[config.mk]
export PLATFORM = sky130hd
export DESIGN_NAME = bus_io_expander_pulse_timer_flat
export DESIGN_NICKNAME = d
export VERILOG_FILES = /design/src/design/bipt_pkg.sv /design/src/design/bipt_if.sv /design/src/design/bipt_ctrl.sv /design/src/design/bipt_dp.sv /design/src/design/bus_io_expander_pulse_timer.sv /design/src/flat_wrapper.sv
export SDC_FILE = /design/constraint.sdc
export NUM_CORES = 2
export LEC_CHECK = 0
export BUFFER_PORTS_ARGS = -buffer_cell sky130_fd_sc_hd__buf_4
export CORE_ASPECT_RATIO = 0.5
export CORE_MARGIN = 2
export CORE_UTILIZATION = 42
export DETAILED_ROUTE_END_ITERATION = 7
export HOLD_SLACK_MARGIN = 0.15
export SLEW_MARGIN = 40
export SYNTH_ARGS = -nofsm -noshare
export SYNTH_HDL_FRONTEND = slang
export SYNTH_SLANG_ARGS = --single-unit
[constraint.sdc]
create_clock -name clk_i -period 19.58 [get_ports clk_i]
set_input_delay 0.979 -clock clk_i [delete_from_list [all_inputs] [get_ports clk_i]]
set_output_delay 0.979 -clock clk_i [all_outputs]
set_load 0.005 [all_outputs]
[src/design/bipt_pkg.sv]
// shared types and constants of the bus i/o expander with pulse timer
// no dependencies
package bipt_pkg;

  localparam logic [7:0] CMD_RESET    = 8'hF0;
  localparam logic [7:0] CMD_ADDR     = 8'hF1;
  localparam logic [7:0] CMD_MODE     = 8'hF2;
  localparam logic [7:0] CMD_LEVEL    = 8'hF3;
  localparam logic [7:0] CMD_AWRITE   = 8'hF4;
  localparam logic [7:0] CMD_PULSE    = 8'hF5;
  localparam logic [7:0] CMD_IRQ      = 8'hF6;
  localparam logic [7:0] CMD_SET      = 8'hF7;
  localparam logic [7:0] CMD_CLR      = 8'hF8;
  localparam logic [7:0] CMD_TOGGLE   = 8'hF9;
  localparam logic [7:0] CMD_RDLEVEL  = 8'hFA;
  localparam logic [7:0] CMD_RDANALOG = 8'hFB;
  localparam logic [7:0] CMD_MEASURE  = 8'hFC;
  localparam logic [7:0] CMD_RDWIDTH  = 8'hFD;
  localparam logic [7:0] CMD_IRQ_A    = 8'hFE;
  localparam logic [7:0] CMD_IRQ_B    = 8'hFF;

  localparam logic [7:0] MODE_ANALOG_IN = 8'h42;
  localparam logic [7:0] MODE_ANALOG_OUT = 8'h80;
  localparam logic [7:0] MODE_DIGITAL_IN = 8'h02;

  localparam logic [1:0] PM_DIN  = 2'd0;
  localparam logic [1:0] PM_DOUT = 2'd1;
  localparam logic [1:0] PM_AIN  = 2'd2;
  localparam logic [1:0] PM_AOUT = 2'd3;

  localparam logic [2:0] KIND_REPLY  = 3'd0;
  localparam logic [2:0] KIND_LEVEL  = 3'd1;
  localparam logic [2:0] KIND_MODE   = 3'd2;
  localparam logic [2:0] KIND_ANALOG = 3'd3;
  localparam logic [2:0] KIND_ADDR   = 3'd4;
  localparam logic [2:0] KIND_RESET  = 3'd5;

  localparam int MAX_RES = 4;

  typedef struct packed {
    logic [2:0]  kind;
    logic [1:0]  pin;
    logic [15:0] value;
  } res_t;

  // controller to datapath
  typedef struct packed {
    logic start;   // item taken, datapath computes results and state
    logic pop;     // one result transfer done
  } cmd_t;

  // datapath to controller
  typedef struct packed {
    logic       done;   // results of the item ready
    logic [2:0] count;  // number of results
  } stat_t;

  function automatic logic [2:0] frame_len(input logic [7:0] c);
    case (c)
      CMD_MODE, CMD_LEVEL, CMD_IRQ_A: frame_len = 3'd3;
      CMD_AWRITE:                     frame_len = 3'd4;
      CMD_PULSE, CMD_MEASURE:         frame_len = 3'd7;
      default:                        frame_len = 3'd2;
    endcase
  endfunction

endpackage

[src/design/bipt_if.sv]
// valid/ready channel interfaces for input items and results
// no dependencies
interface bipt_in_if;
  logic        valid;
  logic        ready;
  logic        operation;
  logic [7:0]  rx_byte;
  logic [31:0] now_us;
  logic [3:0]  pin_levels;
  logic [11:0] analog_0;
  logic [11:0] analog_1;
  logic [11:0] analog_2;
  logic [11:0] analog_3;
  modport source (output valid, operation, rx_byte, now_us, pin_levels,
                  analog_0, analog_1, analog_2, analog_3, input ready);
  modport sink (input valid, operation, rx_byte, now_us, pin_levels,
                analog_0, analog_1, analog_2, analog_3, output ready);
endinterface

interface bipt_out_if;
  logic        valid;
  logic        ready;
  logic [2:0]  result_kind;
  logic [1:0]  result_pin;
  logic [15:0] result_value;
  logic        last;
  modport source (output valid, result_kind, result_pin, result_value, last,
                  input ready);
  modport sink (input valid, result_kind, result_pin, result_value, last,
                output ready);
endinterface

[src/design/bipt_ctrl.sv]
// controller: accepts an item, waits for the datapath, sends its results
// depends on bipt_pkg
module bipt_ctrl (
  input  logic           clk_i,
  input  logic           rst_ni,
  input  logic           in_valid_i,
  output logic           in_ready_o,
  output logic           out_valid_o,
  input  logic           out_ready_i,
  output logic           out_last_o,
  output logic [1:0]     out_sel_o,
  output bipt_pkg::cmd_t cmd_o,
  input  bipt_pkg::stat_t stat_i
);
  import bipt_pkg::*;

  localparam logic [1:0] ST_IDLE = 2'd0;
  localparam logic [1:0] ST_CALC = 2'd1;
  localparam logic [1:0] ST_SEND = 2'd2;

  logic [1:0] state_q, state_d;
  logic [2:0] cnt_q, cnt_d;
  logic [1:0] sel_q, sel_d;

  assign in_ready_o  = (state_q == ST_IDLE);
  assign out_valid_o = (state_q == ST_SEND);
  assign out_sel_o   = sel_q;
  assign out_last_o  = ({1'b0, sel_q} + 3'd1 == cnt_q);
  assign cmd_o.start = in_valid_i && in_ready_o;
  assign cmd_o.pop   = out_valid_o && out_ready_i;

  // sequencing
  always_comb begin
    state_d = state_q;
    cnt_d   = cnt_q;
    sel_d   = sel_q;
    unique case (state_q)
      ST_IDLE: if (cmd_o.start) state_d = ST_CALC;
      ST_CALC: begin
        if (stat_i.done) begin
          cnt_d   = stat_i.count;
          sel_d   = 2'd0;
          state_d = (stat_i.count == 3'd0) ? ST_IDLE : ST_SEND;
        end
      end
      ST_SEND: begin
        if (out_ready_i) begin
          if (out_last_o) state_d = ST_IDLE;
          else sel_d = sel_q + 2'd1;
        end
      end
      default: state_d = ST_IDLE;
    endcase
  end

  always_ff @(posedge clk_i or negedge rst_ni) begin
    if (!rst_ni) begin
      state_q <= ST_IDLE;
      cnt_q   <= 3'd0;
      sel_q   <= 2'd0;
    end else begin
      state_q <= state_d;
      cnt_q   <= cnt_d;
      sel_q   <= sel_d;
    end
  end

  a_send_has_results: assert property (@(posedge clk_i) disable iff (!rst_ni)
    state_q == ST_SEND |-> cnt_q != 3'd0 && cnt_q <= 3'd4)
    else $error("send without results");
  a_sel_in_range: assert property (@(posedge clk_i) disable iff (!rst_ni)
    state_q == ST_SEND |-> {1'b0, sel_q} < cnt_q)
    else $error("result select past count");
  a_no_accept_busy: assert property (@(posedge clk_i) disable iff (!rst_ni)
    cmd_o.start |=> state_q == ST_CALC)
    else $error("accept not followed by calc");
endmodule

[src/design/bipt_dp.sv]
// datapath: frame buffer, per-pin state, one pin per cycle on ticks
// depends on bipt_pkg
module bipt_dp #(
  parameter int PIN_COUNT   = 4,
  parameter int ANALOG_BITS = 12
) (
  input  logic            clk_i,
  input  logic            rst_ni,
  input  bipt_pkg::cmd_t  cmd_i,
  output bipt_pkg::stat_t stat_o,
  input  logic            operation_i,
  input  logic [7:0]      rx_byte_i,
  input  logic [31:0]     now_us_i,
  input  logic [3:0]      pin_levels_i,
  input  logic [11:0]     analog_0_i,
  input  logic [11:0]     analog_1_i,
  input  logic [11:0]     analog_2_i,
  input  logic [11:0]     analog_3_i,
  input  logic [1:0]      sel_i,
  output bipt_pkg::res_t  res_o
);
  import bipt_pkg::*;

  localparam int PW = (PIN_COUNT > 1) ? $clog2(PIN_COUNT) : 1;
  localparam logic [15:0] AMASK = 16'((32'd1 << ANALOG_BITS) - 32'd1);

  // latched item
  logic        op_q;
  logic [7:0]  byte_q;
  logic [31:0] now_q;
  logic [3:0]  lv_q;
  logic [11:0] an_q [4];

  logic [7:0] fcmd_q;
  logic [2:0] fcnt_q;
  logic [7:0] args_q [6];

  logic [1:0]  mode_q   [PIN_COUNT];
  logic [7:0]  level_q  [PIN_COUNT];
  logic [15:0] aval_q   [PIN_COUNT];
  logic [7:0]  wait_q   [PIN_COUNT];
  logic [31:0] mstart_q [PIN_COUNT];
  logic [31:0] mdead_q  [PIN_COUNT];
  logic [31:0] mres_q   [PIN_COUNT];
  logic [7:0]  pcode_q  [PIN_COUNT];
  logic [31:0] pend_q   [PIN_COUNT];

  res_t       res_q [MAX_RES];
  logic [2:0] n_q;
  logic       busy_q;
  logic       done_q;
  logic [3:0] step_q;   // tick: pin index; byte: single step

  assign res_o        = res_q[sel_i];
  assign stat_o.count = n_q;
  assign stat_o.done  = done_q;

  // tick pin under work
  logic [PW-1:0] tp;
  logic          tlv;
  logic [15:0]   tav;
  assign tp  = step_q[PW-1:0];
  assign tlv = (step_q < 4'd4) ? lv_q[step_q[1:0]] : 1'b0;
  assign tav = (step_q < 4'd4) ? (16'(an_q[step_q[1:0]]) & AMASK) : 16'd0;

  // frame decode
  logic [7:0]  ex_p, ex_a;
  logic [31:0] ex_t;
  logic [2:0]  cnt_inc;
  logic        ex_now;
  logic [PW-1:0] ep;
  logic        p_ok;
  always_comb begin
    cnt_inc = fcnt_q + 3'd1;
    ex_now  = (cnt_inc == 3'd0) || (cnt_inc >= frame_len(fcmd_q));
    ex_p = (fcnt_q == 3'd1) ? byte_q : args_q[0];
    ex_a = (fcnt_q == 3'd2) ? byte_q : args_q[1];
    ex_t = {args_q[2], args_q[3], args_q[4], byte_q};
    ep   = ex_p[PW-1:0];
    p_ok = ({24'd0, ex_p} < 32'(PIN_COUNT));
  end

  function automatic res_t mk(input logic [2:0] k, input logic [1:0] p,
                              input logic [15:0] v);
    res_t r;
    r.kind = k; r.pin = p; r.value = v;
    return r;
  endfunction

  always_ff @(posedge clk_i or negedge rst_ni) begin
    if (!rst_ni) begin
      busy_q <= 1'b0;
      done_q <= 1'b0;
      step_q <= '0;
      n_q <= '0;
      fcmd_q <= '0;
      fcnt_q <= '0;
      for (int i = 0; i < PIN_COUNT; i++) begin
        mode_q[i] <= '0; level_q[i] <= '0; aval_q[i] <= '0; wait_q[i] <= '0;
        mstart_q[i] <= '0; mdead_q[i] <= '0; mres_q[i] <= '0;
        pcode_q[i] <= '0; pend_q[i] <= '0;
      end
    end else begin
      done_q <= 1'b0;
      if (cmd_i.start) begin
        // capture the item
        op_q <= operation_i; byte_q <= rx_byte_i; now_q <= now_us_i;
        lv_q <= pin_levels_i;
        an_q[0] <= analog_0_i; an_q[1] <= analog_1_i;
        an_q[2] <= analog_2_i; an_q[3] <= analog_3_i;
        busy_q <= 1'b1;
        step_q <= '0;
        n_q <= '0;
      end else if (busy_q && op_q) begin
        // tick: one pin a cycle
        if (mode_q[tp] == PM_DIN) begin
          level_q[tp] <= {7'd0, tlv};
          if (wait_q[tp] != 8'd0) begin
            if ((wait_q[tp] == 8'd1 && tlv) || (wait_q[tp] == 8'd2 && !tlv)) begin
              mres_q[tp] <= now_q - mstart_q[tp];
              wait_q[tp] <= '0;
            end else if (mdead_q[tp] <= now_q) begin
              mres_q[tp] <= '0;
              wait_q[tp] <= '0;
            end
          end
        end else if (mode_q[tp] == PM_AIN) begin
          aval_q[tp] <= tav;
        end else if (mode_q[tp] == PM_DOUT && pcode_q[tp] != 8'd0 &&
                     n_q < 3'd4 && pend_q[tp] <= now_q) begin
          res_q[n_q[1:0]] <= mk(KIND_LEVEL, 2'(step_q),
                               (pcode_q[tp] == 8'd1) ? 16'd0 : 16'd1);
          n_q <= n_q + 3'd1;
          pend_q[tp] <= '0;
          pcode_q[tp] <= '0;
        end
        if (step_q == 4'(PIN_COUNT - 1)) begin
          busy_q <= 1'b0;
          done_q <= 1'b1;
        end else begin
          step_q <= step_q + 4'd1;
        end
      end else if (busy_q) begin
        // bus byte: one step
        busy_q <= 1'b0;
        done_q <= 1'b1;
        if (fcnt_q == 3'd0) begin
          if (byte_q == CMD_RESET) begin
            fcmd_q <= '0;
            for (int i = 0; i < PIN_COUNT; i++) begin
              mode_q[i] <= '0; level_q[i] <= '0; aval_q[i] <= '0; wait_q[i] <= '0;
              mstart_q[i] <= '0; mdead_q[i] <= '0; mres_q[i] <= '0;
              pcode_q[i] <= '0; pend_q[i] <= '0;
            end
            res_q[0] <= mk(KIND_RESET, 2'd0, 16'd0);
            n_q <= 3'd1;
          end else if (byte_q == CMD_IRQ) begin
            for (int k = 0; k < MAX_RES; k++) res_q[k] <= mk(KIND_REPLY, 2'd0, 16'd0);
            n_q <= 3'd4;
          end else if (byte_q > CMD_RESET) begin
            fcmd_q <= byte_q;
            fcnt_q <= 3'd1;
          end
        end else if (!ex_now) begin
          args_q[fcnt_q - 3'd1] <= byte_q;
          fcnt_q <= cnt_inc;
        end else begin
          fcnt_q <= '0;
          if (fcmd_q == CMD_ADDR) begin
            fcmd_q <= '0;
            for (int i = 0; i < PIN_COUNT; i++) begin
              mode_q[i] <= '0; level_q[i] <= '0; aval_q[i] <= '0; wait_q[i] <= '0;
              mstart_q[i] <= '0; mdead_q[i] <= '0; mres_q[i] <= '0;
              pcode_q[i] <= '0; pend_q[i] <= '0;
            end
            res_q[0] <= mk(KIND_ADDR, 2'd0, {8'd0, ex_p});
            res_q[1] <= mk(KIND_RESET, 2'd0, 16'd0);
            n_q <= 3'd2;
          end else if (p_ok) begin
            case (fcmd_q)
              CMD_MODE: begin
                if (ex_a == MODE_ANALOG_IN) mode_q[ep] <= PM_AIN;
                else if (ex_a == 8'h80 || ex_a == 8'h81 || ex_a == 8'h83)
                  mode_q[ep] <= PM_AOUT;
                else if (ex_a == MODE_DIGITAL_IN) mode_q[ep] <= PM_DIN;
                else if (ex_a == 8'h00 || ex_a == 8'h01 || ex_a == 8'h03)
                  mode_q[ep] <= PM_DOUT;
                res_q[0] <= mk(KIND_MODE, ex_p[1:0], {8'd0, ex_a});
                n_q <= 3'd1;
              end
              CMD_LEVEL: begin
                level_q[ep] <= ex_a;
                res_q[0] <= mk(KIND_LEVEL, ex_p[1:0], {8'd0, ex_a});
                n_q <= 3'd1;
              end
              CMD_AWRITE: begin
                aval_q[ep] <= {ex_a, byte_q};
                res_q[0] <= mk(KIND_ANALOG, ex_p[1:0], {ex_a, byte_q});
                n_q <= 3'd1;
              end
              CMD_PULSE: begin
                pcode_q[ep] <= ex_a + 8'd1;
                pend_q[ep] <= now_q + ex_t;
                res_q[0] <= mk(KIND_LEVEL, ex_p[1:0], (ex_a == 8'd0) ? 16'd1 : 16'd0);
                n_q <= 3'd1;
              end
              CMD_MEASURE: begin
                wait_q[ep] <= ex_a + 8'd1;
                mstart_q[ep] <= now_q;
                mdead_q[ep] <= now_q + ex_t;
                mres_q[ep] <= 32'hFFFF_FFFF;
              end
              CMD_SET: begin
                level_q[ep] <= 8'd1;
                res_q[0] <= mk(KIND_LEVEL, ex_p[1:0], 16'd1);
                n_q <= 3'd1;
              end
              CMD_CLR: begin
                level_q[ep] <= 8'd0;
                res_q[0] <= mk(KIND_LEVEL, ex_p[1:0], 16'd0);
                n_q <= 3'd1;
              end
              CMD_TOGGLE: begin
                level_q[ep] <= (level_q[ep] == 8'd1) ? 8'd0 : 8'd1;
                res_q[0] <= mk(KIND_LEVEL, ex_p[1:0],
                               (level_q[ep] == 8'd1) ? 16'd0 : 16'd1);
                n_q <= 3'd1;
              end
              CMD_RDLEVEL: begin
                res_q[0] <= mk(KIND_REPLY, 2'd0, {8'd0, level_q[ep]});
                n_q <= 3'd1;
              end
              CMD_RDANALOG: begin
                res_q[0] <= mk(KIND_REPLY, 2'd0, {8'd0, aval_q[ep][15:8]});
                res_q[1] <= mk(KIND_REPLY, 2'd0, {8'd0, aval_q[ep][7:0]});
                n_q <= 3'd2;
              end
              CMD_RDWIDTH: begin
                res_q[0] <= mk(KIND_REPLY, 2'd0, {8'd0, mres_q[ep][31:24]});
                res_q[1] <= mk(KIND_REPLY, 2'd0, {8'd0, mres_q[ep][23:16]});
                res_q[2] <= mk(KIND_REPLY, 2'd0, {8'd0, mres_q[ep][15:8]});
                res_q[3] <= mk(KIND_REPLY, 2'd0, {8'd0, mres_q[ep][7:0]});
                n_q <= 3'd4;
              end
              default: ;
            endcase
          end
        end
      end
    end
  end

  a_done_count: assert property (@(posedge clk_i) disable iff (!rst_ni)
    stat_o.done |-> n_q <= 3'd4)
    else $error("too many results");
  a_frame_count: assert property (@(posedge clk_i) disable iff (!rst_ni)
    fcnt_q != 3'd0 |-> fcnt_q < frame_len(fcmd_q))
    else $error("frame count beyond length");
  a_done_pulse: assert property (@(posedge clk_i) disable iff (!rst_ni)
    stat_o.done |=> !stat_o.done)
    else $error("done held");
endmodule

[src/design/bus_io_expander_pulse_timer.sv]
// top level of the bus i/o expander with pulse generator and width timer
// depends on bipt_pkg, bipt_if, bipt_ctrl, bipt_dp
//
// Input channel in_i carries one item: a bus byte (operation 0) or a tick
// (operation 1) with the time, pin levels and converter samples. Output
// channel out_o carries result items; last marks the final result of an
// item. An item that causes no result produces no transfer.
// Timing: a bus byte is captured when taken and worked on by the datapath in
// a single step; its registered done flag hands it to the controller, which
// frees the input if there is no result and else sends the results one by one.
// A tick walks the pins one per cycle, then hands over its results the same way.
// The per-item cost is set by the one-item-at-a-time handshake between
// controller and datapath; a byte yields up to four replies and a tick up to
// four pulse ends.
// The block handles one item at a time: in ready is low from acceptance
// until the last result is transferred. When the receiver stalls the
// current result holds on out_o and no new item is taken.
// Reset (rst_ni low) clears the frame and all pin state at once; the block
// is ready as soon as reset is released.
module bus_io_expander_pulse_timer #(
  parameter int PIN_COUNT   = 4,
  parameter int ANALOG_BITS = 12
) (
  input  logic clk_i,
  input  logic rst_ni,
  bipt_in_if.sink    in_i,
  bipt_out_if.source out_o
);
  import bipt_pkg::*;

  cmd_t       cmd;
  stat_t      stat;
  res_t       res;
  logic [1:0] sel;

  bipt_ctrl u_ctrl (
    .clk_i       (clk_i),
    .rst_ni      (rst_ni),
    .in_valid_i  (in_i.valid),
    .in_ready_o  (in_i.ready),
    .out_valid_o (out_o.valid),
    .out_ready_i (out_o.ready),
    .out_last_o  (out_o.last),
    .out_sel_o   (sel),
    .cmd_o       (cmd),
    .stat_i      (stat)
  );

  bipt_dp #(.PIN_COUNT(PIN_COUNT), .ANALOG_BITS(ANALOG_BITS)) u_dp (
    .clk_i        (clk_i),
    .rst_ni       (rst_ni),
    .cmd_i        (cmd),
    .stat_o       (stat),
    .operation_i  (in_i.operation),
    .rx_byte_i    (in_i.rx_byte),
    .now_us_i     (in_i.now_us),
    .pin_levels_i (in_i.pin_levels),
    .analog_0_i   (in_i.analog_0),
    .analog_1_i   (in_i.analog_1),
    .analog_2_i   (in_i.analog_2),
    .analog_3_i   (in_i.analog_3),
    .sel_i        (sel),
    .res_o        (res)
  );

  // result fields
  assign out_o.result_kind  = res.kind;
  assign out_o.result_pin   = res.pin;
  assign out_o.result_value = res.value;
endmodule
[src/flat_wrapper.sv]
// flat-port wrapper written by rule: the top's interface ports become plain ports
module bus_io_expander_pulse_timer_flat import bipt_pkg::*;
#(
  parameter int PIN_COUNT   = 4,
  parameter int ANALOG_BITS = 12
)
  (clk_i, rst_ni, in_i_valid, in_i_operation, in_i_rx_byte, in_i_now_us, in_i_pin_levels, in_i_analog_0, in_i_analog_1, in_i_analog_2, in_i_analog_3, in_i_ready, out_o_valid, out_o_result_kind, out_o_result_pin, out_o_result_value, out_o_last, out_o_ready);
  bipt_in_if in_i_i ();
  bipt_out_if out_o_i ();
  input  logic clk_i;
  input  logic rst_ni;
  input wire logic [$bits(in_i_i.valid)-1:0] in_i_valid;
  input wire logic [$bits(in_i_i.operation)-1:0] in_i_operation;
  input wire logic [$bits(in_i_i.rx_byte)-1:0] in_i_rx_byte;
  input wire logic [$bits(in_i_i.now_us)-1:0] in_i_now_us;
  input wire logic [$bits(in_i_i.pin_levels)-1:0] in_i_pin_levels;
  input wire logic [$bits(in_i_i.analog_0)-1:0] in_i_analog_0;
  input wire logic [$bits(in_i_i.analog_1)-1:0] in_i_analog_1;
  input wire logic [$bits(in_i_i.analog_2)-1:0] in_i_analog_2;
  input wire logic [$bits(in_i_i.analog_3)-1:0] in_i_analog_3;
  output wire logic [$bits(in_i_i.ready)-1:0] in_i_ready;
  output wire logic [$bits(out_o_i.valid)-1:0] out_o_valid;
  output wire logic [$bits(out_o_i.result_kind)-1:0] out_o_result_kind;
  output wire logic [$bits(out_o_i.result_pin)-1:0] out_o_result_pin;
  output wire logic [$bits(out_o_i.result_value)-1:0] out_o_result_value;
  output wire logic [$bits(out_o_i.last)-1:0] out_o_last;
  input wire logic [$bits(out_o_i.ready)-1:0] out_o_ready;
  assign in_i_i.valid = in_i_valid;
  assign in_i_i.operation = in_i_operation;
  assign in_i_i.rx_byte = in_i_rx_byte;
  assign in_i_i.now_us = in_i_now_us;
  assign in_i_i.pin_levels = in_i_pin_levels;
  assign in_i_i.analog_0 = in_i_analog_0;
  assign in_i_i.analog_1 = in_i_analog_1;
  assign in_i_i.analog_2 = in_i_analog_2;
  assign in_i_i.analog_3 = in_i_analog_3;
  assign in_i_ready = in_i_i.ready;
  assign out_o_valid = out_o_i.valid;
  assign out_o_result_kind = out_o_i.result_kind;
  assign out_o_result_pin = out_o_i.result_pin;
  assign out_o_result_value = out_o_i.result_value;
  assign out_o_last = out_o_i.last;
  assign out_o_i.ready = out_o_ready;
  bus_io_expander_pulse_timer #(.PIN_COUNT(PIN_COUNT), .ANALOG_BITS(ANALOG_BITS)) u_core (.clk_i(clk_i), .rst_ni(rst_ni), .in_i(in_i_i), .out_o(out_o_i));
endmodule
### Word-level counts from Yosys, hierarchy flattened

Memories as Yosys holds them, arrays and structs flattened.
Index checks and enable logic that the tools add are counted.

| cells by class | value |
|---|---|
| $add $sub $neg | 9 |
| magnitude comparators | 12 |
| equal/unequal tests | 59 |
| mux-type cells | 333 |
| bitwise gates (word level) | 42 |
| reductions and logical operators | 77 |

Operator list:

| kind | count |
|---|---|
| $mux W128 | 32 |
| $mux W32 | 39 |
| $mux W64 | 10 |
| $bwmux W128 | 4 |
| $mux W21 | 18 |
| $and A128 B128 Y128 | 2 |
| $bmux W32 S2 | 4 |
| $mux W8 | 26 |
| $bwmux W32 | 5 |
| $eq A8 B8 Y1 const B | 18 |
| $mux W1 | 138 |
| $bwmux W64 | 2 |
| $demux W32 S2 | 2 |
| $not A128 Y128 | 1 |
| $or A128 B128 Y128 | 1 |
| $pmux W32 S4 | 1 |
| $and A32 B32 Y32 | 3 |
| $demux W16 S2 | 2 |
| $le A32 B32 Y1 | 2 |
| $mux W16 | 4 |
| $not A32 Y32 | 2 |
| $mux W3 | 17 |
| $bmux W8 S2 | 3 |
| $add A32 B32 Y32 | 1 |
| other kinds (75) | 195 |

| word-level totals | value |
|---|---|
| register bits after elaboration | 752 |
| memory bits (writable) | 180 |
| input bits | 97 |
| output and inout port bits | 24 |
| logic and storage cells | 584 |
| memories kept | 3 |

Memories:

| name | words | bits a word | rd ports | clocked after memory_dff | wr ports | line | source |
|---|---|---|---|---|---|---|---|
| u_core.u_dp.res_q | 4 | 21 | 1 | 0 | 4 | bipt_dp.sv:48 | `res_t res_q [MAX_RES];` |
| u_core.u_dp.an_q | 4 | 12 | 1 | 0 | 4 | bipt_dp.sv:32 | `logic [11:0] an_q [4];` |
| u_core.u_dp.args_q | 6 | 8 | 5 | 0 | 1 | bipt_dp.sv:36 | `logic [7:0] args_q [6];` |

### Logic depth before layout (Yosys ltp)

| logic depth | value |
|---|---|
| depth after elaboration | 25 |
| mapped depth | 19 |
| depth with buffers taken out | 16 |

### Cells and area by module

A second synthesis with hierarchy kept.

| unflattened totals | value |
|---|---|
| cells, all modules | 4320 |
| area, all modules | 46588.4 sq um |

Modules (own cells, without submodules):

| module | times used | cells each | area each (sq um) | seq. area each (sq um) |
|---|---|---|---|---|
| bipt_dp | 1 | 4283 | 46185.5 | 23082.1 |
| bipt_ctrl | 1 | 37 | 402.9 | 175.2 |

### Worst setup path after synthesis

Ideal clock, no wire load.

| timing path | value |
|---|---|
| path type | register to register |
| start | register u_core.u_dp.step_q[0] |
| end | memory u_core.u_dp.res_q[0][0] in the netlist's numbering (enable) |
| library setup time | 0.459 ns |
| arrival time | 6.241 ns |
| slack | 12.880 ns |
| cell stages (with the launch flop) | 15 |
| buffers on the path | 5 |
| clock period less this slack | 6.700 ns |
| cells stage by stage | dfrtp_1 > buf_2 > buf_1 > buf_2 > clkbuf_1 > buf_1 > mux4_2 > ha_1 > a21o_1 > a21o_1 > a211oi_1 > o31ai_1 > a21oi_1 > a21oi_1 > o41ai_1 |

RTL lines:

| item | line | source |
|---|---|---|
| start: declaration | bipt_dp.sv:52 | `logic [3:0] step_q;` |
| start signal: assignment | bipt_dp.sv:141 | `step_q <= step_q + 4'd1;` |
| end: declaration | bipt_dp.sv:48 |  |

### Worst setup path after layout

| timing path | value |
|---|---|
| start | register u_core.u_dp.step_q[0] |
| end | register u_core.u_dp.wait_q[12] in the netlist's numbering |

| on the way | value |
|---|---|
| longest elaborated chain between the ends | 12 |

RTL lines:

| item | line | source |
|---|---|---|
| branches (longest 12 deep; another with $le A32 B32 Y1) | -- |  |
| end signal: indexed assignment | bipt_dp.sv:208 | `wait_q[ep] <= ex_a + 8'd1;` |
| end: declaration | bipt_dp.sv:41 | `logic [7:0] wait_q [PIN_COUNT];` |

Several ways; the timed one is not identified. The select of a mux whose other input is x is not followed.
A chain may end at the register's enable or synchronous reset.

==> summary.md <==
| Metric | Value |
|---|---|
| #FFs+latches synth | around 900 |
| Number of CTS-inserted buffers | 87 |
| Remaining routing DRC violations | 0 |
| Async set-reset flop share out of synthesis | 79.0% |
| Vias in the first global route | around 37000 |
| Syn_nets | about 4500 |
| Post-CTS sizing | 0 |
| DR vias | about 38000 |
| Setup TNS | 0 ns |
| CP Capture Type | flop |
| Multi-input gate area | around 22000 µm² |
| Share of cells above drive strength 1 | about 15% |
| Leak | 22.4 nW |
| Synth Instances | between 4000 and 5000 |
| CP startpoint | u_core.u_dp.step_q[0]$_DFFE_PN0P_ |
| Fin. max-slew vios | 0 |
| Initial core utilization | roughly 42% |
| Number of enable flip-flop cells after synthesis | 180 |
| Sequential fraction of the synthesis area | ~50% |
| I/O pin total | approximately 120 |
| Status | complete, no violations |
| RSZ-0062 raised after global routing | no |
| Hold Buf Count CTS | 0 |
| Syn Area/Cell | about 11 µm² |
| Core area | 110000 µm² |
| Reg2reg start | u_core.u_dp.step_q[0]$_DFFE_PN0P_ |
| Global-route wire length before repair | approximately 240 mm |
| Clock latency on the worst-skew pair | 0.71 ns |
| RePlAce Congestion | between 0.9 and 1 |
| Least-Margin Pin Slew | 0.976 ns |
| Cell area after synthesis | between 40000 and 50000 µm² |
| Total Routing Usage GR | between 20 and 30% |
| Primary FF master, synth | dfrtp_1 |
| Critical Path Fanout Max | 52 |
| Critical Path Start Type | flop |
| Final net count | ~4500 |
| Die Ht | 240 µm |
| Port Buffers | 120 |
| Worst Hold Class | input pin to async pin |
| Setup bufs post-CTS | 0 |
| Final Hold Viols | 0 |
| Final Non-Filler Cells | about 5900 |
| Fill count | roughly 9900 |
| Post-DRT Antenna Nets | 0 |
| Unique masters post-synth | around 90 |
| Final WL | 161 mm |
| Avg WL per Cell | 27.4 µm |
| Sequential cell area | 23300 µm² |
| Max cap viols | 0 |
| Max_slew headroom | a little over a third |
| Pwr dens | between 100 and 150 nW/µm² |
| Max clock buf depth | 3 |
| Largest net degree at the start of global routing | between 150 and 200 |
| Post-DP HPWL | around 110 mm |
| Num rows | between 80 and 90 |
| Final number of setup-violating endpoints | 0 |
| DRT iter0 DRCs | 4823 |
| Placed instance count | approximately 5700 |
| Worst-path clk slew | approximately 0.070 ns |
| CP Data Required Time | slightly above 20 ns |
| Post-route minimum period | roughly 5.9 ns |
| Syn-to-layout area delta | 12.8% |
| CTS tree | yes |
| VDD IR-drop max | just under 0.00008 V |
| Die Wd | roughly 480 µm |
| GRT Residual Overflow | 0 |
| DR pass1 iterations | 6 |
| Die Area | 114000 µm² |
| CTS Sinks | between 800 and 900 |
| WS Path Type | flop to flop |
| Clk_skew | ~0.039 ns |
| Syn. warnings | 0 |
| Worst endpoint data arrival time | ~6.6 ns |
| Antenna violations before repair | 3 |
| Clk root buf | clkbuf_16 |
| Htree depth | 3 |
| Fmax | ~0.17 GHz |
| Vias per inst | ~6.5 |
| Tcrit/Tclk final | around 30% |
==> registers in the layout (all words and copies together) (netlist names), 4 cells and up <==
name,cells
u_core.u_dp.mdead_q,128
u_core.u_dp.mres_q,128
u_core.u_dp.mstart_q,128
u_core.u_dp.pend_q,128
u_core.u_dp.aval_q,64
u_core.u_dp.res_q,55
u_core.u_dp.an_q,48
u_core.u_dp.args_q,40
u_core.u_dp.level_q,32
u_core.u_dp.now_q,32
u_core.u_dp.pcode_q,32
u_core.u_dp.wait_q,32
u_core.u_dp.byte_q,8
u_core.u_dp.fcmd_q,8
u_core.u_dp.mode_q,8
u_core.u_dp.lv_q,4
u_core.u_dp.step_q,4
==> kinds of logic (layout without fill, tap and decap cells) <==
group | count (synthesis) | after routing | synth area share, %
adders and majority gates | 150 | 150 | 4.06
and+or+nand+nor | 1136 | 1136 | 11.4
xor gates and xnor gates | 62 | 62 | 1.16
AOI/OAI and AO/OA | 1405 | 1405 | 20.6
muxes | 219 | 219 | 9.35
DFF | 895 | 895 | 49.9
other | 0 | 2 | 0
buffers and inverters | 430 | 505 | 3.62
==> placed cells by master (no fill, tap or decap), types with 28 or more instances in the layout <==
cell / n
a211oi_1: 29
a21o_1: 52
a21oi_1: 264
a22o_1: 305
a22oi_1: 44
a2bb2oi_1: 34
a31oi_1: 34
and2_1: 40
and3_1: 38
buf_4: 189
clkbuf_16: 88
dfrtp_1: 703
edfxtp_1: 180
ha_1: 146
inv_1: 133
mux2i_1: 31
mux4_2: 172
nand2_1: 448
nand3_1: 61
nand4_1: 35
nor2_1: 248
nor3_1: 52
o21a_1: 62
o21ai_0: 319
o22a_1: 28
o22ai_1: 49
o2bb2ai_1: 39
==> stage by stage <==
step	setup WS (ns)	area, µm²	hold WS, ns	power, mW	util [%]
finish	13.65	52600	0.201	7.15	47.8
global route	13.34	52600	0.207	7.47	47.8
CTS	13.81	52400	0.180	7.08	47.6
detailed placement	13.84	49400	0.439	5.27	44.9
global placement	13.86	49100	0.435	5.17	44.6
floorplan	12.88	46700	0.420	4.24	-
==> layer usage <==
metal  routed length, µm  GRT usage, %
met3               17400          7.33
met1               67000          39.5
met4                5310          9.01
met2               71200          42.1
met5                  29             0
==> report_power, final <==
part	internal, mW	total [mW]	switching, mW
logic	0.973	2.74	1.77
clock network	1.03	1.81	0.784
registers	2.29	2.60	0.305
total	4.29	7.15	2.86
==> worst max-delay path, stage by stage (launching register included) <==
cell and delay [ns]:
dfrtp_4 0.53, buf_12 0.34, buf_16 0.37, mux4_2 0.58, ha_1 0.31, a21oi_1 0.13, o21ai_0 0.16, a221oi_1 0.56
a21oi_1 0.29, o311ai_1 0.72, and3_1 0.55, nand2_2 0.44, nor3_4 0.53, a22o_1 0.23
==> synth_stat cells, types with 34 or more instances <==
cell type  instances  area [µm²]
and2_1            43         269
a22o_1           305        2670
and3_1            38         238
o22ai_1           49         307
nand3_1           65         325
o21ai_0          320        1600
nand4_1           35         219
clkbuf_1         218         818
ha_1             148        1850
mux4_2           172        3870
a2bb2oi_1         34         298
a21oi_1          270        1350
inv_1            133         499
a31oi_1           35         219
xnor2_1           41         359
a21o_1            52         390
a22oi_1           44         330
nor2_1           265         995
o2bb2ai_1         39         342
o21a_1            62         465
nand2_1          458        1720
edfxtp_1         180        5410
buf_2             40         200
nor3_1            54         270
dfrtp_1          707       17700
==> cell type report <==
type | count | share of cell area, %
Clock inverter | 48 | 1.12
Antenna cell | 2 | 0.00951
Clock buffer | 113 | 4.60
Tap cell | 1496 | 3.56
Sequential cell | 895 | 44.2
Timing Repair Buffer | 210 | 3.31
Inverter | 134 | 0.956
Multi-Input combinational cell | 2972 | 42.2
==> worst paths after layout <==
path                                                   endpoint  slack (ns)  cells past startpoint
max reg2reg                  u_core.u_dp.wait_q[12]$_DFFE_PN0P_       13.65                     13
max in group asynchronous    u_core.u_dp.aval_q[46]$_DFFE_PN0P_       16.08                      6
min reg2reg                u_core.u_ctrl.state_q[0]$_DFFE_PN0P_        0.45                      1
max                          u_core.u_dp.wait_q[12]$_DFFE_PN0P_       13.65                     13
min                         u_core.u_dp.mdead_q[35]$_DFFE_PN0P_        0.20                      1
min in group clk_i         u_core.u_ctrl.state_q[0]$_DFFE_PN0P_        0.45                      1
Note: power is estimated with default switching activity, not from simulation.
